--- src/hdl/triangle_element_stiffness_top_assert.svh ---
// Assertion macros for the triangle element stiffness block.
// Included by the top level; expects clk and rst_n in scope.
`ifndef TRIANGLE_ELEMENT_STIFFNESS_TOP_ASSERT_SVH
`define TRIANGLE_ELEMENT_STIFFNESS_TOP_ASSERT_SVH

// Same-cycle implication, disabled during reset.
`define TES_ASSERT_IMP(lbl, ante, cons, msg) \
  lbl: assert property (@(posedge clk) disable iff (!rst_n) (ante) |-> (cons)) \
    else $error(msg);

// Next-cycle implication, disabled during reset.
`define TES_ASSERT_NXT(lbl, ante, cons, msg) \
  lbl: assert property (@(posedge clk) disable iff (!rst_n) (ante) |=> (cons)) \
    else $error(msg);

`endif

--- src/hdl/tes_pkg.sv ---
// Shared types, constants and helper functions of the triangle element stiffness block.
// No dependencies.
package tes_pkg;

  localparam int NODE_BITS = 16;

  localparam int IN_W     = 240;
  localparam int OUT_W    = 360;
  localparam int DIFF_W   = 33;
  localparam int PROD_W   = 64;
  localparam int TW_W     = 66;
  localparam int DEN_W    = 67;
  localparam int ENTRY_W  = 48;
  localparam int EF_W     = 62;
  localparam int ACC_W    = 129;
  localparam int QUO_W    = 50;
  localparam int REM_W    = 117;
  localparam int DSH_W    = 116;
  localparam int GROW_W   = 17;

  localparam int CFG_IDX_W  = 2;
  localparam int CFG_DATA_W = 32;

  localparam logic [CFG_IDX_W-1:0] CFG_YOUNG   = 2'd0;
  localparam logic [CFG_IDX_W-1:0] CFG_POISSON = 2'd1;
  localparam logic [CFG_IDX_W-1:0] CFG_MODE    = 2'd2;

  localparam logic [31:0] YOUNG_RST   = 32'd1;
  localparam logic [14:0] POISSON_RST = 15'd19661;
  localparam logic        MODE_RST    = 1'b0;

  // Lane sequence, one row of six entries.
  localparam int CNT_W = 6;
  localparam logic [CNT_W-1:0] CNT_MUL1     = 6'd0;
  localparam logic [CNT_W-1:0] CNT_MUL2     = 6'd1;
  localparam logic [CNT_W-1:0] CNT_ACC0     = 6'd2;
  localparam logic [CNT_W-1:0] CNT_ACC_LAST = 6'd9;
  localparam logic [CNT_W-1:0] CNT_SIGN     = 6'd10;
  localparam logic [CNT_W-1:0] CNT_DIV0     = 6'd11;
  localparam logic [CNT_W-1:0] CNT_DONE     = 6'd61;

  localparam logic [2:0] ROW_LAST = 3'd5;

  localparam logic [50:0] SAT_POS_LIM = 51'h7FFF_FFFF_FFFF;
  localparam logic [50:0] SAT_NEG_LIM = 51'h8000_0000_0000;
  localparam logic [ENTRY_W-1:0] ENTRY_MAX = 48'h7FFF_FFFF_FFFF;
  localparam logic [ENTRY_W-1:0] ENTRY_MIN = 48'h8000_0000_0000;

  typedef struct packed {
    logic [2:0][DIFF_W-1:0]    b;
    logic [2:0][DIFF_W-1:0]    c;
    logic [TW_W-1:0]           tmag;
    logic                      tneg;
    logic [ENTRY_W-1:0]        area;
    logic                      degen;
    logic [2:0][NODE_BITS-1:0] node;
  } elem_t;

  typedef struct packed {
    logic       mul1;
    logic       mul2;
    logic       acc_en;
    logic       acc_first;
    logic       acc_term;
    logic [1:0] acc_part;
    logic       sgn;
    logic       div;
  } lane_ctl_t;

  typedef struct packed {
    logic [2:0]              local_row;
    logic [GROW_W-1:0]       global_row;
    logic [5:0][ENTRY_W-1:0] entry;
    logic [ENTRY_W-1:0]      area;
    logic                    degen;
    logic                    last;
  } result_t;

  // |v| modulo 2^32 of a 33-bit signed value.
  function automatic logic [31:0] abs32(input logic [DIFF_W-1:0] v);
    logic [DIFF_W-1:0] n;
    n = ~v + 33'd1;
    return v[DIFF_W-1] ? n[31:0] : v[31:0];
  endfunction

  // Apply sign and clamp to the 48-bit signed range.
  function automatic logic [ENTRY_W-1:0] sat48(input logic [50:0] mag, input logic neg,
                                               input logic big);
    logic [50:0] n;
    n = ~mag + 51'd1;
    if (neg) begin
      return (big || mag > SAT_NEG_LIM) ? ENTRY_MIN : n[ENTRY_W-1:0];
    end
    return (big || mag > SAT_POS_LIM) ? ENTRY_MAX : mag[ENTRY_W-1:0];
  endfunction

endpackage

--- src/hdl/tes_fifo.sv ---
// Two-entry queue of classified elements between front and back.
// Depends on tes_pkg (elem_t).
module tes_fifo import tes_pkg::*; (
  input  logic  clk,
  input  logic  rst_n,
  input  logic  push,
  input  elem_t wr_data,
  input  logic  pop,
  output logic  full,
  output logic  valid,
  output elem_t head
);

  elem_t      mem_r [2];
  logic       wp_r, rp_r;
  logic [1:0] cnt_r;

  always_ff @(posedge clk) begin
    if (!rst_n) begin
      wp_r  <= 1'b0;
      rp_r  <= 1'b0;
      cnt_r <= '0;
    end else begin
      if (push) wp_r <= !wp_r;
      if (pop)  rp_r <= !rp_r;
      cnt_r <= cnt_r + {1'b0, push} - {1'b0, pop};
    end
  end

  always_ff @(posedge clk) begin
    if (push) mem_r[wp_r] <= wr_data;
  end

  assign full  = (cnt_r == 2'd2);
  assign valid = (cnt_r != 2'd0);
  assign head  = mem_r[rp_r];

endmodule

--- config.mk ---
export PLATFORM = sky130hd
export DESIGN_NAME = tes_fifo
export DESIGN_NICKNAME = d
export VERILOG_FILES = /design/src/hdl/triangle_element_stiffness_top_assert.svh /design/src/hdl/tes_pkg.sv /design/src/hdl/tes_fifo.sv
export SDC_FILE = /design/constraint.sdc
export NUM_CORES = 1
export LEC_CHECK = 0
export ABC_AREA = 1
export BUFFER_PORTS_ARGS = -buffer_cell sky130_fd_sc_hd__buf_2
export CORE_AREA = 2 2 284 286
export CTS_CLUSTER_SIZE = 14
export DETAILED_ROUTE_END_ITERATION = 16
export DIE_AREA = 0 0 286 288
export PLACE_DENSITY = 0.56
export SLEW_MARGIN = 20
export SYNTH_ARGS = -nofsm -noshare
export SYNTH_HDL_FRONTEND = slang
export SYNTH_SLANG_ARGS = --single-unit
--- constraint.sdc ---
create_clock -name clk -period 24 [get_ports clk]
set_input_delay 4.8 -clock clk [delete_from_list [all_inputs] [get_ports clk]]
set_output_delay 4.8 -clock clk [all_outputs]
set_load 0.01 [all_outputs]
== Yosys cells after proc, flatten, opt, wreduce, memory -nomap -nowiden ==
Memories as Yosys holds them, arrays and structs flattened. A register that Yosys moved wholly into a read port is not among the register bits.
Index checks and enable logic that the tools add are counted.

* Input port bits: 366
* RAM bits: 724
* Memories: 1
* Word-level logic and storage cells: 14
* Bits in registers: 4
* Output and inout bits: 364

* Add/subtract/negate cells: 2
* Multiplexer cells: 4
* Reductions and logical operators: 3
* Eq/ne operators: 1

{| class="wikitable"
|+ Memory list
! memory !! words !! bits a word !! read ports !! clocked after Yosys merged registers in !! wr ports !! RTL line !! source
|-
| mem_r || 2 || 362 || 1 || 1 || 1 || tes_fifo.sv:14 || <nowiki>elem_t mem_r [2];</nowiki>
|}

{| class="wikitable"
|+ Operator list
! cell !! number
|-
| 2-to-1 mux 1 bit || 4
|-
| adder 2 x 1 -> 2 bit || 1
|-
| equality test 2 bit, second input constant || 1
|-
| zero test 1 bit || 2
|-
| nonzero test 2 bit || 1
|-
| subtractor 2 x 1 -> 2 bit || 1
|}

== Longest topological paths before layout ==
Gate-level depths: netlist of run 1.

* Depth after elaboration: 3
* Depth in mapped cells: 7
* Gate-level depth less buffers: 7

== Least setup slack after synthesis of run 1 ==
No wires, ideal clock.

* Path kind: input to register
* Start: input port push
* End: memory mem_r[0][0] (netlist bit), enable pin
* Stages: 2
* Data required time: 22896 ps
* Setup time: 1104 ps
* Arrival time: 19956 ps
* Path slack: 2940 ps
* Buffers on the path: 0
* Path through: inv_1 -> nor2_1

* Longest elaborated chain between the ends: 2

{| class="wikitable"
|+ RTL lines
! element !! RTL line !! source
|-
| start: declaration || tes_fifo.sv:6 || <nowiki>input logic push,</nowiki>
|-
| 2-to-1 mux 1 bit || tes_fifo.sv:31 || <nowiki>if (push) mem_r[wp_r] <= wr_data;</nowiki>
|-
| 2-to-1 mux 1 bit (implied by the code) || tes_fifo.sv:31 ||
|-
| end: declaration || tes_fifo.sv:14 ||
|}

No other way between the ends.

==> results of run 1 <==
metal layers:
metal,track usage,share of wire,vias to the layer above
li1,-,-,6222
met1,0.146,0.34,6764
met2,0.257,0.53,508
met3,0.0539,0.088,133
met4,0.0639,0.034,16
met5,0,0.0016,-
path summary, 6_finish.rpt:
kind              startpoint             to  slack, ps  depth (start not counted)
setup / recovery        flop      head[156]      15280                          4
hold reg to reg         rp_r           rp_r        500                          2
hold / removal          rp_r           rp_r        500                          2
setup reg to reg        wp_r  mem_r[0][324]      20040                          4
cells in the mapped netlist:
master / number
a21oi_1: 1
buf_2: 19
buf_4: 1
buf_6: 20
dfxtp_1: 5
edfxtp_1: 724
ha_1: 2
inv_1: 7
mux2_2: 182
mux2_4: 180
nand2_1: 9
nand3_1: 1
nor2_1: 8
layout make-up:
cell class	count	area (um2)
Antenna cell	15	37.5
Clock buffer	97	2090
Clock inverter	53	495
Fill cell	7079	45200
Inverter	7	33.8
Multi-Input combinational cell	383	4860
Sequential cell	729	21800
Tap cell	1060	1330
Timing Repair Buffer	741	3760
stage by stage:
| stage | hold slack, ps | power, mW |
|---|---|---|
| floorplan | 463 | 1.71 |
| global placement | 479 | 1.80 |
| detailed placement | 490 | 1.81 |
| CTS | 503 | 3.01 |
| global route | 541 | 3.08 |
| finish | 501 | 2.96 |
cell families (layout without fill, tap and decap cells):
group                      Yosys count  after routing  synth area share
buffers and inverters               47            898            0.0131
and+or+nand+nor                     18             18           0.00254
muxes                              362            362             0.176
adders and majority gates            2              2          0.000925
DFF                                729            729             0.808
AOI/OAI and AO/OA                    1              1          0.000185
other                                0             15                 0
registers in the layout, summed over array words and instances (netlist names), named ones only:
register	count
cnt_r	2
mem_r	724
rp_r	1
wp_r	1
power by group:
group	switching, mW	internal [mW]
Clock	0.496	0.691
Combinational	0.147	0.132
Sequential	0.0166	1.48
Total	0.660	2.30
worst register-to-register path, delay by kind of cell, from the launching register on:
family / cells / cell delay (ps)
buffers and inverters: 3 / 2430
DFF: 1 / 350
and+or+nand+nor: 1 / 740
==> key figures, run 1 <==
Floorplanning
  – Core Footprint: roughly 80,000 um2
  – DIE AREA: just over 80,000 um2
  – Cell row count: 104
  – I/O pins: 730
  – Chip height: about 290 um
  – Initial core utilization: 0.340
  – Die Span X: around 290 um

Logic synthesis
  – Register area share after synthesis: 0.808
  – Avg Inst Size Synth: 23.3 um2
  – Post-synth top area share: 0.804
  – Syn_nets: about 1.5k
  – Synth warn: 0
  – Synth top area cells: edfxtp_1, mux2_4, mux2_2, buf_6, dfxtp_1
  – Post-Synthesis Cells: 1,159
  – Post-synth cell types: 13
  – Synth Cell Area: around 27,000 um2
  – Dominant cell type by area after synthesis: edfxtp_1
  – Yosys reg bits: between 700 and 800

GRT
  – Grt total ovfl: 0
  – First-pass GRT wire length: 88,000 um
  – Vias in the first global route: between 10k and 15k
  – GR Util All Layers: 0.142
  – Initial antenna violation count: 24
  – Largest net degree at the start of global routing: roughly 160

Place
  – Placed cell count: between 2k and 3k
  – Post-placement setup slack: approximately 15,000 ps
  – DP Area: approximately 32,000 um2
  – HPWL after detailed placement: approximately 43,000 um
  – IO buf count: between 700 and 800
  – Routability cong.: 0.793

Worst hold path
  – Hold crit path type: reg -> reg

CTS
  – TritonCTS clock tree: done
  – H-tree levels: 3
  – Clk_lat worst skew: between 600 and 700 ps
  – TritonCTS buffer count: 80
  – PostCTS Resize Cnt: 0
  – Clock sinks: around 730
  – # Post-CTS Setup Buffers: 0
  – Hold buffer count at cts: 0
  – Clock transition at the registers of the reported paths: approximately 60 ps
  – Clk root buf: clkbuf_16
  – Max clock buf depth: 3

Critical path
  – Buffer and inverter count on the worst path: 3
  – CP max stage cell: buf_4
  – Crit path cell chain: buf_4, buf_4, mux2_2, buf_2
  – Max FO, Critical Path: 55
  – Crit path arrival time: 3920 ps
  – Crit path kind: reg -> out
  – CP most frequent cell: buf_4
  – Delay-heaviest family, CP: buffers and inverters
  – CP max stage delay: 940 ps
  – Crit end category: primary output
  – Crit path required time: 19,200 ps
  – Crit start category: flop

Final layout
  – Commonest non-fill, non-tap cell in the layout: buf_2
  – Final Non-Filler Cells: 3,085
  – Final instance area: roughly 34,000 um2
  – Most frequent cells in the layout: buf_2, edfxtp_1, mux2_2
  – Area grow syn2layout: 27.4%
  – Finished Core Util: 0.433
  – Nets: roughly 2.3k
  – Fraction of layout cells with a size suffix above 1: 0.606

Timing
  – Slew of the pin with the lowest slew margin: approximately 1200 ps
  – Fin crit share: 0.363
  – Setup TNS: 0 ps
  – Maximum clock rate: around 0.11 GHz
  – Min setup slack post-route: ~15,000 ps
  – Tmin final: ~8700 ps
  – Final hold violation count: 0
  – Max Slew Vio Count: 0
  – Setup violators final: 0
  – RSZ-0062 raised after global routing: no
  – Slew HR: 0.206
  – Max Clock Skew: 33.5 ps

Drt
  – Iteration count of the initial detailed-routing pass: 4
  – DR vias/cell: 4.42
  – Post-DRT Antenna Nets: 0
  – DR iter-0 viols: just under 700
  – Number of remaining DRC errors: 0
  – Total number of vias: around 14k
  – Total wire length: around 62,000 um
  – Average wire per cell in the routed design: 20.1 um

Pwr
  – Cell Pwr Density: 85.9 nW/um2
  – LEAKAGE: ~13 nW
  – Max rail drop VDD: between 0.00005 and 0.00006 V

Status
  – Status: complete, no violations

Run
  – Max-Cap Viols: 0
(Power assumes the default switching activity.)
==> run 2, diff against run 1 <==
--- a/config.mk
+++ b/config.mk
@@ -5,7 +5,7 @@
 export SDC_FILE = /design/constraint.sdc
 export NUM_CORES = 1
 export LEC_CHECK = 0
-export ABC_AREA = 1
+export ABC_AREA = 0
 export BUFFER_PORTS_ARGS = -buffer_cell sky130_fd_sc_hd__buf_2
 export CORE_AREA = 2 2 284 286
 export CTS_CLUSTER_SIZE = 14
==> constraint.sdc (replaced) <==
create_clock -name clk -period 9.1 [get_ports clk]
set_input_delay 1.82 -clock clk [delete_from_list [all_inputs] [get_ports clk]]
set_output_delay 1.82 -clock clk [all_outputs]
set_load 0.01 [all_outputs]
==> run 2 against run 1 <==
Compared with the run above:
- sequential share of layout area shrank 0.49 points
- non-clock buffer count unchanged
- worst setup slack got worse by 11000 ps
- sequential cell count is the same
- core utilization is 0.34 points higher
- cell count decreased by 0.42%
- combinational power grew to 3.0 times the previous value
- clock power rose to 2.8 times the previous value
- register-to-register slack lost 14000 ps
- critical path depth unchanged
==> key figures, run 2 <==
Logic synthesis
  – EDFF count, synth: 724
  – Post-synth cell types: 15
  – Synth warn: 0
  – Yosys reg bits: approximately 730
  – Post-synth top area share: 0.803
  – Asr flop ratio synth: 0
  – Synth Cell Area: between 20,000 and 30,000 um2
  – Synth top area cells: edfxtp_1, mux2_4, mux2_2, buf_6, dfxtp_1
  – Syn_nets: 1,515
  – Post-Synthesis Cells: ~1.1k
  – Synth cell count leaders: edfxtp_1, mux2_2, mux2_4
  – Top_reg_cell synth: edfxtp_1
  – Avg Inst Size Synth: 23.6 um2
  – Dominant cell type by area after synthesis: edfxtp_1
  – Count leader, synth: edfxtp_1
  – Register area share after synthesis: 0.807

Critical path
  – Crit path required time: between 7000 and 8000 ps
  – CP most frequent cell: buf_4
  – R2r worst-path depth: 4
  – Instance count on the critical path: 4
  – Delay-heaviest family, CP: buffers and inverters
  – Crit path kind: reg -> out
  – Crit end category: primary output
  – Buffer and inverter count on the worst path: 3
  – CP max stage delay: between 700 and 800 ps
  – CP max stage cell: dfxtp_4
  – Crit path arrival time: between 3000 and 4000 ps
  – Max FO, Critical Path: 58
  – Crit path cell chain: buf_4, buf_4, mux2_2, buf_2
  – Crit start category: flop

Final layout
  – Most frequent cells in the layout: buf_2, edfxtp_1, mux2_2
  – Biggest regs: mem_r x724, cnt_r x2
  – Largest reg by FF count: mem_r
  – Final instance area: around 35,000 um2
  – Filler cell count: roughly 7k
  – Finished Core Util: 0.436
  – Nets: ~2.3k
  – Area grow syn2layout: 28.2%
  – Commonest non-fill, non-tap cell in the layout: buf_2
  – Fraction of layout cells with a size suffix above 1: 0.617
  – Max FFs per register: roughly 720

Floorplanning
  – Initial core utilization: 0.340
  – Core Footprint: about 80,000 um2
  – Chip height: ~290 um
  – Die Span X: ~290 um
  – Cell row count: between 100 and 150
  – I/O pins: 730
  – DIE AREA: a little over 80,000 um2

CTS
  – # Post-CTS Setup Buffers: 0
  – Clock transition at the registers of the reported paths: around 60 ps
  – Max clock buf depth: 3
  – Clk root buf: clkbuf_16
  – H-tree levels: 3
  – Hold buffer count at cts: 0
  – PostCTS Resize Cnt: 0
  – Clock sinks: around 730
  – TritonCTS buffer count: 80
  – TritonCTS clock tree: done
  – Clk_lat worst skew: between 600 and 700 ps

Drt
  – Total wire length: between 60,000 and 70,000 um
  – Average wire per cell in the routed design: 20.3 um
  – DR iter-0 viols: 729
  – Post-DRT Antenna Nets: 0
  – Number of remaining DRC errors: 0
  – Total number of vias: between 10k and 15k
  – Iteration count of the initial detailed-routing pass: 4
  – DR vias/cell: 4.43

GRT
  – Grt total ovfl: 0
  – GR Util All Layers: 0.142
  – Largest net degree at the start of global routing: 145
  – First-pass GRT wire length: approximately 90,000 um
  – Vias in the first global route: 14.2k
  – Initial antenna violation count: 18

Timing
  – Setup violators final: 0
  – Maximum clock rate: 0.193 GHz
  – Final hold violation count: 0
  – Slew HR: 0.280
  – RSZ-0062 raised after global routing: no
  – Slew of the pin with the lowest slew margin: 1080 ps
  – Max Slew Vio Count: 0
  – Setup TNS: 0 ps
  – Fin crit share: 0.568
  – Max Clock Skew: around 32 ps
  – Tmin final: about 5200 ps

Pwr
  – LEAKAGE: 13.3 nW
  – Max rail drop VDD: ~0.00017 V
  – Final Power: 8.12 mW
  – Cell Pwr Density: ~230 nW/um2

Status
  – Status: complete, no violations

Place
  – HPWL after detailed placement: approximately 42,000 um
  – Routability cong.: ~0.8
  – IO buf count: ~730
  – DP Area: approximately 32,000 um2

Worst hold path
  – Hold crit path type: reg -> reg
  – Hold path depth: 2

Run
  – Max-Cap Viols: 0
[run 2: changes by cell type after synthesis, sizes merged, moves of 4 or more]
cell and delta:
nor2 -8, nand2 -9, nor2b +4, inv -5
and2 +4
[run 2: metal layers]
metal | GRT usage | share of wire | up-vias
met5 | 0 | 0.0011 | -
met4 | 0.0610 | 0.031 | 10
met3 | 0.0502 | 0.074 | 136
met2 | 0.254 | 0.53 | 474
met1 | 0.151 | 0.36 | 6806
li1 | - | - | 6195
[run 2: kinds of logic (layout without fill, tap and decap cells)]
group,Yosys count,count (layout),share of synthesized area
mux,362,362,0.176
other cells,0,15,0
buf+inv,42,892,0.0133
fa+ha+maj,2,2,0.000924
xor+xnor,2,2,0.00116
simple gates,9,9,0.00208
compound gates,1,1,0.000277
flops,729,729,0.807
[run 2: path summary, 6_finish.rpt]
kind              slack [ps]            end  start
hold reg to reg          570           flop   rp_r
setup reg to reg        6300  mem_r[0][129]   wp_r
hold / removal           570           flop   rp_r
setup / recovery        3930       head[27]   flop
[run 2: area by class of cell]
type	instances	area, um2	share of cell area
antenna	15	37.5	0.00108
clock buffer	99	2160	0.0621
clock inverter	50	626	0.0180
inverter	2	7.51	0.000216
multi-input combinational	376	4880	0.141
sequential	729	21800	0.629
tap	1060	1330	0.0382
timing repair buffer	741	3830	0.110
[run 2: through the flow]
step	cells	setup slack, ps	hold slack (ps)
after CTS	3056	3820	571
after global placement	2907	4550	563
after global routing	3070	3710	611
final	3072	3930	568
after detailed placement	2907	4490	568
after floorplan	1147	1430	555
[run 2: worst min-delay path, stage by stage, from the launching register on]
cell and delay [ps]:
dfxtp_1 320, xor2_1 70, and2_1 140
[run 2: power breakdown]
part / internal [mW] / switching (mW)
clock network: 2.04 / 1.32
logic: 0.400 / 0.422
registers: 3.89 / 0.0482
total: 6.33 / 1.79
