==> config.mk <==
export PLATFORM = sky130hd
export DESIGN_NAME = tes_mat
export DESIGN_NICKNAME = d
export VERILOG_FILES = /design/src/hdl/triangle_element_stiffness_top_assert.svh /design/src/hdl/tes_pkg.sv /design/src/hdl/tes_mat.sv
export SDC_FILE = /design/constraint.sdc
export NUM_CORES = 2
export LEC_CHECK = 0
export BUFFER_PORTS_ARGS = -buffer_cell sky130_fd_sc_hd__clkbuf_2
export CAP_MARGIN = 15
export CORE_MARGIN = 2
export CORE_UTILIZATION = 55
export CTS_BUF_LIST = sky130_fd_sc_hd__clkbuf_4
export DETAILED_ROUTE_END_ITERATION = 10
export MAX_ROUTING_LAYER = met4
export PLACE_DENSITY = 0.77
export SYNTH_ARGS = -nofsm -noshare
export SYNTH_HDL_FRONTEND = slang
export SYNTH_SLANG_ARGS = --single-unit
export TNS_END_PERCENT = 100
==> constraint.sdc <==
create_clock -name clk -period 7.65 [get_ports clk]
set_input_delay 1.53 -clock clk [delete_from_list [all_inputs] [get_ports clk]]
set_output_delay 1.53 -clock clk [all_outputs]
set_load 0.02 [all_outputs]
==> src/hdl/triangle_element_stiffness_top_assert.svh <==
// Assertion macros for the triangle element stiffness block.
// Included by the top level; expects clk and rst_n in scope.
`ifndef TRIANGLE_ELEMENT_STIFFNESS_TOP_ASSERT_SVH
`define TRIANGLE_ELEMENT_STIFFNESS_TOP_ASSERT_SVH

// Same-cycle implication, disabled during reset.
`define TES_ASSERT_IMP(lbl, ante, cons, msg) \
  lbl: assert property (@(posedge clk) disable iff (!rst_n) (ante) |-> (cons)) \
    else $error(msg);

// Next-cycle implication, disabled during reset.
`define TES_ASSERT_NXT(lbl, ante, cons, msg) \
  lbl: assert property (@(posedge clk) disable iff (!rst_n) (ante) |=> (cons)) \
    else $error(msg);

`endif

==> src/hdl/tes_pkg.sv <==
// Shared types, constants and helper functions of the triangle element stiffness block.
// No dependencies.
package tes_pkg;

  localparam int NODE_BITS = 16;

  localparam int IN_W     = 240;
  localparam int OUT_W    = 360;
  localparam int DIFF_W   = 33;
  localparam int PROD_W   = 64;
  localparam int TW_W     = 66;
  localparam int DEN_W    = 67;
  localparam int ENTRY_W  = 48;
  localparam int EF_W     = 62;
  localparam int ACC_W    = 129;
  localparam int QUO_W    = 50;
  localparam int REM_W    = 117;
  localparam int DSH_W    = 116;
  localparam int GROW_W   = 17;

  localparam int CFG_IDX_W  = 2;
  localparam int CFG_DATA_W = 32;

  localparam logic [CFG_IDX_W-1:0] CFG_YOUNG   = 2'd0;
  localparam logic [CFG_IDX_W-1:0] CFG_POISSON = 2'd1;
  localparam logic [CFG_IDX_W-1:0] CFG_MODE    = 2'd2;

  localparam logic [31:0] YOUNG_RST   = 32'd1;
  localparam logic [14:0] POISSON_RST = 15'd19661;
  localparam logic        MODE_RST    = 1'b0;

  // Lane sequence, one row of six entries.
  localparam int CNT_W = 6;
  localparam logic [CNT_W-1:0] CNT_MUL1     = 6'd0;
  localparam logic [CNT_W-1:0] CNT_MUL2     = 6'd1;
  localparam logic [CNT_W-1:0] CNT_ACC0     = 6'd2;
  localparam logic [CNT_W-1:0] CNT_ACC_LAST = 6'd9;
  localparam logic [CNT_W-1:0] CNT_SIGN     = 6'd10;
  localparam logic [CNT_W-1:0] CNT_DIV0     = 6'd11;
  localparam logic [CNT_W-1:0] CNT_DONE     = 6'd61;

  localparam logic [2:0] ROW_LAST = 3'd5;

  localparam logic [50:0] SAT_POS_LIM = 51'h7FFF_FFFF_FFFF;
  localparam logic [50:0] SAT_NEG_LIM = 51'h8000_0000_0000;
  localparam logic [ENTRY_W-1:0] ENTRY_MAX = 48'h7FFF_FFFF_FFFF;
  localparam logic [ENTRY_W-1:0] ENTRY_MIN = 48'h8000_0000_0000;

  typedef struct packed {
    logic [2:0][DIFF_W-1:0]    b;
    logic [2:0][DIFF_W-1:0]    c;
    logic [TW_W-1:0]           tmag;
    logic                      tneg;
    logic [ENTRY_W-1:0]        area;
    logic                      degen;
    logic [2:0][NODE_BITS-1:0] node;
  } elem_t;

  typedef struct packed {
    logic       mul1;
    logic       mul2;
    logic       acc_en;
    logic       acc_first;
    logic       acc_term;
    logic [1:0] acc_part;
    logic       sgn;
    logic       div;
  } lane_ctl_t;

  typedef struct packed {
    logic [2:0]              local_row;
    logic [GROW_W-1:0]       global_row;
    logic [5:0][ENTRY_W-1:0] entry;
    logic [ENTRY_W-1:0]      area;
    logic                    degen;
    logic                    last;
  } result_t;

  // |v| modulo 2^32 of a 33-bit signed value.
  function automatic logic [31:0] abs32(input logic [DIFF_W-1:0] v);
    logic [DIFF_W-1:0] n;
    n = ~v + 33'd1;
    return v[DIFF_W-1] ? n[31:0] : v[31:0];
  endfunction

  // Apply sign and clamp to the 48-bit signed range.
  function automatic logic [ENTRY_W-1:0] sat48(input logic [50:0] mag, input logic neg,
                                               input logic big);
    logic [50:0] n;
    n = ~mag + 51'd1;
    if (neg) begin
      return (big || mag > SAT_NEG_LIM) ? ENTRY_MIN : n[ENTRY_W-1:0];
    end
    return (big || mag > SAT_POS_LIM) ? ENTRY_MAX : mag[ENTRY_W-1:0];
  endfunction

endpackage

==> src/hdl/tes_mat.sv <==
// Configuration registers and material factor unit (E*f00, E*f01, E*f22).
// Depends on tes_pkg; uses a 49-step restoring divider.
module tes_mat import tes_pkg::*; (
  input  logic                  clk,
  input  logic                  rst_n,
  input  logic                  cfg_we,
  input  logic [CFG_IDX_W-1:0]  cfg_index,
  input  logic [CFG_DATA_W-1:0] cfg_wdata,
  output logic                  ready,
  output logic [EF_W-1:0]       ef00,
  output logic [EF_W-1:0]       ef01,
  output logic [EF_W-1:0]       ef22
);

  typedef enum logic [4:0] {
    M_DEN  = 5'b00001,
    M_NUM  = 5'b00010,
    M_DIV  = 5'b00100,
    M_MUL  = 5'b01000,
    M_IDLE = 5'b10000
  } mat_state_t;

  localparam logic [1:0] F_00 = 2'd0;
  localparam logic [1:0] F_01 = 2'd1;
  localparam logic [1:0] F_22 = 2'd2;
  localparam logic [5:0] DIV_LAST = 6'd48;

  mat_state_t  state_r, state_nxt;
  logic [1:0]  k_r, k_nxt;
  logic [5:0]  cnt_r, cnt_nxt;
  logic [31:0] young_r, young_nxt;
  logic [14:0] mu_r, mu_nxt;
  logic        mode_r, mode_nxt;
  logic [33:0] den_r;
  logic [48:0] n_r;
  logic [33:0] rem_r;
  logic [EF_W-1:0] ef00_r, ef01_r, ef22_r;

  logic [16:0] mplus, mminus, mminus2;
  logic [29:0] mu_sq;
  logic [33:0] den_w;
  logic [48:0] num_w;
  logic [34:0] trial;
  logic        ge;
  logic [EF_W-1:0] prod;

  assign mplus   = 17'd65536 + {2'b0, mu_r};
  assign mminus  = 17'd65536 - {2'b0, mu_r};
  assign mminus2 = 17'd65536 - {1'b0, mu_r, 1'b0};
  assign mu_sq   = mu_r * mu_r;
  assign trial   = {rem_r, n_r[48]};
  assign ge      = trial >= {1'b0, den_r};
  assign prod    = young_r * n_r[29:0];

  always_comb begin
    case (k_r)
      F_22:    den_w = {16'b0, mplus, 1'b0};
      default: den_w = mode_r ? (mplus * mminus2)
                              : (34'h1_0000_0000 - {4'b0, mu_sq});
    endcase
    case (k_r)
      F_00:    num_w = mode_r ? {mminus, 32'b0} : 49'h1_0000_0000_0000;
      F_01:    num_w = {2'b0, mu_r, 32'b0};
      default: num_w = 49'h0_0001_0000_0000;
    endcase
  end

  always_comb begin
    state_nxt = state_r;
    k_nxt     = k_r;
    cnt_nxt   = cnt_r;
    young_nxt = young_r;
    mu_nxt    = mu_r;
    mode_nxt  = mode_r;
    unique case (state_r)
      M_DEN:  state_nxt = M_NUM;
      M_NUM: begin
        state_nxt = M_DIV;
        cnt_nxt   = '0;
      end
      M_DIV: begin
        cnt_nxt = cnt_r + 6'd1;
        if (cnt_r == DIV_LAST) state_nxt = M_MUL;
      end
      M_MUL: begin
        if (k_r == F_22) begin
          state_nxt = M_IDLE;
        end else begin
          state_nxt = M_DEN;
          k_nxt     = k_r + 2'd1;
        end
      end
      M_IDLE: ;
      default: state_nxt = M_DEN;
    endcase
    if (cfg_we) begin
      state_nxt = M_DEN;
      k_nxt     = F_00;
      case (cfg_index)
        CFG_YOUNG:   young_nxt = cfg_wdata;
        CFG_POISSON: mu_nxt    = cfg_wdata[14:0];
        CFG_MODE:    mode_nxt  = cfg_wdata[0];
        default: ;
      endcase
    end
  end

  always_ff @(posedge clk) begin
    if (!rst_n) begin
      state_r <= M_DEN;
      k_r     <= F_00;
      cnt_r   <= '0;
      young_r <= YOUNG_RST;
      mu_r    <= POISSON_RST;
      mode_r  <= MODE_RST;
    end else begin
      state_r <= state_nxt;
      k_r     <= k_nxt;
      cnt_r   <= cnt_nxt;
      young_r <= young_nxt;
      mu_r    <= mu_nxt;
      mode_r  <= mode_nxt;
    end
  end

  always_ff @(posedge clk) begin
    if (state_r == M_DEN) den_r <= den_w;
    if (state_r == M_NUM) begin
      n_r   <= num_w + {15'b0, den_r[33:1]};
      rem_r <= '0;
    end
    if (state_r == M_DIV) begin
      rem_r <= ge ? 34'(trial - {1'b0, den_r}) : trial[33:0];
      n_r   <= {n_r[47:0], ge};
    end
    if (state_r == M_MUL) begin
      case (k_r)
        F_00:    ef00_r <= prod;
        F_01:    ef01_r <= prod;
        default: ef22_r <= prod;
      endcase
    end
  end

  assign ready = (state_r == M_IDLE);
  assign ef00  = ef00_r;
  assign ef01  = ef01_r;
  assign ef22  = ef22_r;

endmodule

# After elaboration in Yosys (flattened, before gate mapping)
# Cells that the tools add are included.
dict set report op_classes {
  multipliers 3
  shift 0
  mux 13
  magnitude_cmp 1
  n_reduce_logical 13
  eq_ne 11
  div 0
  n_bitwise 4
  addsub 8
}
# operator n
set op_table {}
lappend op_table {{49-bit two-way mux} 3}
lappend op_table {{34-bit two-way mux} 4}
lappend op_table {{49-bit case mux with 2 select lines} 1}
lappend op_table {{32-bit by 30-bit multiplier with 62-bit output} 1}
lappend op_table {{49-bit by 33-bit adder with 49-bit output} 1}
lappend op_table {{35-bit by 34-bit greater-or-equal comparator with 1-bit output} 1}
lappend op_table {{17-bit by 17-bit multiplier with 34-bit output} 1}
lappend op_table {{33-bit by 30-bit subtractor with 34-bit output, first input constant} 1}
lappend op_table {{34-bit subtractor} 1}
lappend op_table {{15-bit by 15-bit multiplier with 30-bit output} 1}
lappend op_table {{5-bit case mux with 5 select lines} 1}
lappend op_table {{18-bit two-way mux} 1}
lappend op_table {{17-bit by 15-bit adder with 17-bit output, first input constant} 1}
lappend op_table {{17-bit by 15-bit subtractor with 17-bit output, first input constant} 1}
lappend op_table {{17-bit by 16-bit subtractor with 17-bit output, first input constant} 1}
lappend op_table {{2-bit AND reduction} 8}
lappend op_table {{6-bit case mux with 2 select lines} 1}
lappend op_table {{5-bit two-way mux} 2}
lappend op_table {{6-bit by 1-bit adder with 6-bit output, second input constant} 1}
lappend op_table {{6-bit == test, second input constant} 1}
lappend op_table {{5-bit by 1-bit == test with 1-bit output, second input constant} 1}
lappend op_table {{5-bit by 2-bit == test with 1-bit output, second input constant} 1}
lappend op_table {{5-bit by 3-bit == test with 1-bit output, second input constant} 1}
lappend op_table {{5-bit by 4-bit == test with 1-bit output, second input constant} 1}
lappend op_table {{9 further kinds} 16}
dict set report totals {
  regBits 364
  ramBits 0
  romBits 0
  output_inout_bits 187
  latchBits 0
  word_cells 66
  inputBits 37
  memories 0
}

# Logic depth before layout (Yosys ltp)
dict set report depth {
  ltp_word 6
  ltp_mapped 31
  mapped_depth_nobuf 28
}

# Least setup slack after synthesis
# OpenSTA, ideal clock, no wires.
dict set report synth_path {
  path_type {reg-to-reg}
  start {register mu_r[0]}
  end {register den_r[32] (data pin)}
  t_required_ps 7389
  period_less_slack_ps 7821
  t_arrival_ps 7560
  setup_slack_ps -171
  setup_time_ps 261
  path_buffers 3
  path_stages_with_launch 30
  path_cell_list {dfxtp_1 clkbuf_1 inv_1 buf_1 ha_1 nand2_1 or4_1 inv_1 ha_1 clkbuf_1 nand2b_1 fa_1 inv_1 fa_1 fa_1 fa_1 fa_1 inv_1 fa_1 inv_1 ha_1 a21o_1 a21oi_1 o21ai_0 a21o_1 a32oi_1 o21ai_0 a221oi_1 nor4b_1 a311o_1}
}
dict set report synth_between {
  elab_chain_len 3
  elab_cells_between_ends 6
  classes_between {add/sub: 3; mul: 2; mux: 1}
}
# element line_no
set synth_rtl {}
lappend synth_rtl {{start, declared} tes_mat.sv:32} ;# logic [14:0] mu_r, mu_nxt;
lappend synth_rtl {{start signal, assigned} tes_mat.sv:121} ;# mu_r <= mu_nxt;
lappend synth_rtl {{15-bit by 15-bit multiplier with 30-bit output, or another cell as far along} tes_mat.sv:50} ;# assign mu_sq = mu_r * mu_r;
lappend synth_rtl {{33-bit by 30-bit subtractor with 34-bit output / 17-bit by 17-bit multiplier with 34-bit output (equally long branches)} {tes_mat.sv:59, tes_mat.sv:58}}
lappend synth_rtl {{34-bit two-way mux *} tes_mat.sv:58} ;# default: den_w = mode_r ? (mplus * mminus2)
lappend synth_rtl {{end signal, assigned} tes_mat.sv:127} ;# if (state_r == M_DEN) den_r <= den_w;
lappend synth_rtl {{end, declared} tes_mat.sv:34} ;# logic [33:0] den_r;
# Every way passes the cells marked *; elsewhere a longest branch is shown, timed or not.
# A chain may end at the register's enable or synchronous reset.

# Worst setup path in the final report
dict set report layout_path {
  start {register n_r[12]}
  end {register ef00_r[57] (netlist: ef00[57]) (data pin)}
}
dict set report layout_between {
  elab_chain_len 1
}
# element line_no
set layout_rtl {}
lappend layout_rtl {{start, declared} tes_mat.sv:35} ;# logic [48:0] n_r;
lappend layout_rtl {{start signal, assigned} tes_mat.sv:129} ;# n_r <= num_w + {15'b0, den_r[33:1]};
lappend layout_rtl {{start signal, assigned} tes_mat.sv:134} ;# n_r <= {n_r[47:0], ge};
lappend layout_rtl {{32-bit by 30-bit multiplier with 62-bit output} tes_mat.sv:53} ;# assign prod = young_r * n_r[29:0];
lappend layout_rtl {{net prod[57]} tes_mat.sv:45} ;# logic [EF_W-1:0] prod;
lappend layout_rtl {{end signal, assigned} tes_mat.sv:138} ;# F_00: ef00_r <= prod;
lappend layout_rtl {{end, declared} tes_mat.sv:37} ;# logic [EF_W-1:0] ef00_r, ef01_r, ef22_r;
# The timed path passes the listed nets, and every way through them passes these cells.

==> summary.log <==
INFO  floorplan      floorplan.io_pins=224
INFO  place          place.detailed.instances=8,469
INFO  clock_tree     clock_sink_count=364
INFO  place          place_ws=-0.5611ns
INFO  yosys          yosys_register_bits=364
INFO  setup_path     crit_end=ef00[57]$_DFFE_PP_
INFO  setup_path     critical-path-max-stage-delay=0.56ns
INFO  yosys          syn-mean-instance-area=9.495um^2
INFO  sta            worst-slew-pin-transition=1.192ns
INFO  setup_path     critical_path.top_delay_family=adder cells
INFO  layout         multi_input_comb_area=47,190um^2
INFO  place          placed_area=68,370um^2
INFO  yosys          yosys.cell_count.top_type=sky130_fd_sc_hd__inv_1
INFO  sta            layout_setup_ws=-0.04975ns
INFO  floorplan      die_area=116,800um^2
INFO  clock_tree     htree_num_levels=3
INFO  drt            vias_per_cell=5.474
INFO  sta            grt_setup_unrepaired=true
INFO  setup_path     critical_path_class=reg2reg
INFO  drt            detail_route.wl_per_cell=20.00um
INFO  yosys          count_of_flip_flops_with_a_built_in_enable_after_synthesis=303
INFO  sta            finClkSkew=0.08858ns
INFO  clock_tree     clkSlewWorstSetupHoldPaths=0.07ns
INFO  sta            report.final.setup_viol=11
INFO  place          place_hpwl=141.6mm
INFO  drt            detail_route.first_pass.iterations=6
INFO  yosys          ys_async_sr_fraction=0%
INFO  yosys          synth_area=62,730um^2
INFO  yosys          syn-instance-count=6,607
INFO  clock_tree     cts_tree=done
INFO  power          peak_supply_drop=0.5571mV
INFO  sta            achievable-frequency=129.9MHz
INFO  clock_tree     clock_buffer_count_from_cts=97
INFO  setup_path     cp-startpoint=n_r[12]$_DFFE_PP_
INFO  job            max-cap-violations=0
INFO  drt            drt_iter0_drcs=3,449
INFO  power          pwr_density_cell=310.1nW/um^2
INFO  layout         area_growth_syn_to_layout=14.45%
INFO  drt            route.vias.total=47,770
INFO  setup_path     worst-path-max-fanout=5
INFO  layout         fill_cells=8,971
INFO  clock_tree     clock-root-buffer=sky130_fd_sc_hd__clkbuf_4
INFO  sta            fin_crit_sh=100.7%
INFO  floorplan      core_area=112,800um^2
INFO  sta            slew_limit_fails=0
INFO  yosys          ys_seq_area_share=16.45%
INFO  clock_tree     clockBufferDepth=3
INFO  setup_path     regToRegSetupSlack=-0.05ns
INFO  layout         seq_area=10,340um^2
INFO  run_status     failed_checks=setup timing
INFO  power          proportion_of_power_drawn_by_the_clock_network=7.9%
INFO  yosys          yosys.cell_types.count=88
INFO  yosys          netlist.area_leader.share=37.82%
INFO  sta            final.min_clock_period=7.700ns
INFO  drt            post-route-drc-count=0
INFO  run_status     outcome=finished, violations left
INFO  yosys          yosysWarnings=0
INFO  layout         final_layout_size_suffix_gt1_share=16.64%
INFO  setup_path     crit_required=8.28ns
INFO  setup_path     path_cells=buf_6 -> buf_4 -> and2_1 -> fa_1 -> fa_1 -> inv_1 -> fa_1 -> fa_2 -> inv_1 -> fa_1 -> fa_1 -> fa_1 -> fa_1 -> ha_4 -> buf_4 -> nand4_1 -> a2111o_1 -> a2111oi_4 -> buf_4 -> o21a_4 -> o221ai_4 -> buf_4 -> buf_6 -> xnor2_2
INFO  place          routabilityCongestion=0.9826
INFO  global_routing antenna_found_initial=3
INFO  sta            final-hold-violation-count=0
INFO  global_routing overflow=0
INFO  sta            fin_setup_tns=-0.2921ns
INFO  hold_path      hold_crit_path_type=reg2reg
INFO  global_routing grt_max_degree=76
INFO  power          switchingPower=11.05mW
INFO  drt            drt-total-wl=174.5mm
INFO  power          power.sequential.fraction=12.7%
INFO  setup_path     worst_ep_arrival_time=8.33ns
INFO  yosys          top_cell_types_by_occurrence_after_synthesis=sky130_fd_sc_hd__inv_1 (1,429), sky130_fd_sc_hd__fa_1 (1,185), sky130_fd_sc_hd__nand2_1 (795), sky130_fd_sc_hd__and2_1 (600), sky130_fd_sc_hd__ha_1 (534)
INFO  global_routing first_pass_grt_wire_length=274.1mm
INFO  yosys          dominantRegCellSynth=sky130_fd_sc_hd__edfxtp_1
INFO  global_routing global_route.usage.total=31.05%
INFO  setup_path     rr_endpoint=ef00[57]$_DFFE_PP_
INFO  setup_path     slowest_stage=sky130_fd_sc_hd__fa_1
INFO  power          intPower=11.22mW
INFO  drt            ant_nets=0
INFO  layout         cell_area_after_layout=71,800um^2
INFO  setup_path     worst_r2r_startpoint=n_r[12]$_DFFE_PP_
INFO  setup_path     startpoint_class=flip-flop
INFO  floorplan      fp.dieH=341.7um
INFO  floorplan      initial_utilization=55.61%
INFO  setup_path     critical_path_cell_count=24
INFO  yosys          synth_area_leaders=sky130_fd_sc_hd__fa_1 (38%), sky130_fd_sc_hd__edfxtp_1 (15%), sky130_fd_sc_hd__ha_1 (11%), sky130_fd_sc_hd__inv_1 (8.6%), sky130_fd_sc_hd__and2_1 (6.0%)
INFO  power          total_power=22.27mW
INFO  power          comb_power_share=79.4%
INFO  sta            hold-worst-slack=0.4978ns
INFO  power          power.leakage=35.51nW
INFO  clock_tree     cts_hold_buf=0
INFO  setup_path     worstPathBufferInverterCount=8
INFO  layout         final_net_count=8,900
INFO  layout         post-route-util=63.65%
INFO  floorplan      chipWidth=341.7um
INFO  global_routing grt_pass1_vias=50,260
INFO  yosys          synth_top_cell_by_area=sky130_fd_sc_hd__fa_1
INFO  power          switching_share=49.61%
INFO  place          buffer_ports.inserted=223
INFO  floorplan      row_count=123
INFO  setup_path     end_kind=flip-flop
INFO  setup_path     timing.critical_path.mode_cell=sky130_fd_sc_hd__fa_1
INFO  setup_path     r2r_cells=24
INFO  clock_tree     worst_skew_late_latency=0.98ns
INFO  layout         finish.cell_count_without_fillers=8,726
INFO  sta            max_slew_headroom=20.54%
## metal layers
| metal | vias up | GRT usage (%) | wire, um |
|---|---|---|---|
| met3 | 364 | 5.811 | 16560 |
| met2 | 2125 | 48.04 | 80800 |
| met1 | 23980 | 41.19 | 71060 |
| met4 | 0 | 10.88 | 6054 |
| li1 | 21300 | - | - |
| met5 | - | - | 0 |
## repair_timing
action | 4_1_cts | 5_1_grt
setup endpoints to repair | 77 | 70
gates cloned | 1 | 2
pin swaps | 87 | 157
gates resized for setup | 151 | 223
setup buffers | 51 | 28
## worst reg2reg max path: cells and delay by family (launching register included)
| kind | cells | cell delay, ns |
|---|---|---|
| flip-flops | 1 | 0.45 |
| AO/OA/AOI/OAI | 4 | 1.24 |
| AND/OR/NAND/NOR | 2 | 0.29 |
| buffers and inverters | 8 | 1.10 |
| XOR/XNOR | 1 | 0.13 |
| adder cells (fa/ha/maj) | 9 | 4.14 |
## flip-flops by register name (all words and copies together), names as in the netlist, 6 cells and up
name     cells
young_r     32
ef01        62
ef22        62
mu_r        15
cnt_r        6
den_r       34
rem_r       34
n_r         49
ef00        62
## final cells by class
cell class / count / share of cell area (%)
inverters: 1435 / 7.514
clock buffers: 142 / 1.485
diodes: 3 / 0.01046
multi-input cells: 4500 / 65.72
clock inverters: 36 / 0.2736
repair buffers: 746 / 7.986
well taps: 1500 / 2.614
flip-flops and latches: 364 / 14.40
## kinds of logic (layout without fill, tap and decap cells)
group / Yosys count / count (layout) / share of synthesized area, %
XOR/XNOR: 151 / 151 / 2.108
buffers and inverters: 1756 / 2359 / 10.55
multiplexers: 29 / 29 / 0.4667
flip-flops: 364 / 364 / 16.45
adder cells (fa/ha/maj): 1719 / 1719 / 48.47
AO/OA/AOI/OAI: 650 / 650 / 6.827
other: 2 / 18 / 0.01197
AND/OR/NAND/NOR: 1936 / 1936 / 15.12
## cells in the final DEF, fill, tap and decap left out, drive strengths merged, types with 11 or more instances in the layout
cell type / instances
o211ai: 14
o21a: 18
a21oi: 171
and2: 600
and3: 28
nor2: 260
o21bai: 19
nand4: 20
mux2i: 27
nor2b: 32
nand2b: 54
xnor2: 93
a31oi: 21
a21o: 80
edfxtp: 303
o21ai: 147
a211oi: 32
nand3: 37
o22ai: 11
clkbuf: 366
a21boi: 48
fa: 1185
clkinv: 38
conb: 15
buf: 522
dfxtp: 61
nor3: 37
xor2: 58
nor4: 11
nand2: 795
ha: 534
inv: 1429
## how the worst min path moves through the flow
| stage | endpoint | from | depth (start not counted) | slack [ns] |
|---|---|---|---|---|
| after detailed placement | k_r[1]$_SDFFE_PP0P_ | k_r[1]$_SDFFE_PP0P_ | 2 | 0.49 |
| final | k_r[1]$_SDFFE_PP0P_ | k_r[1]$_SDFFE_PP0P_ | 2 | 0.50 |
| after global routing | k_r[1]$_SDFFE_PP0P_ | k_r[1]$_SDFFE_PP0P_ | 2 | 0.54 |
| after global placement | k_r[1]$_SDFFE_PP0P_ | k_r[1]$_SDFFE_PP0P_ | 2 | 0.48 |
| after floorplan | young_r[25]$_SDFFE_PN0P_ | young_r[25]$_SDFFE_PN0P_ | 2 | 0.47 |
| after CTS | k_r[1]$_SDFFE_PP0P_ | k_r[1]$_SDFFE_PP0P_ | 2 | 0.50 |
## power groups by stage
stage | Sequential, mW | Clock, mW | Combinational, mW
finish | 2.83 | 1.77 | 17.7
floorplan | 2.84 | 0 | 10.6
detailed placement | 2.87 | 0 | 16.4
global placement | 2.86 | 0 | 16.0
global route | 2.84 | 1.91 | 19.4
CTS | 2.83 | 1.81 | 16.8
No activity file was read; power rests on OpenSTA's default activity.
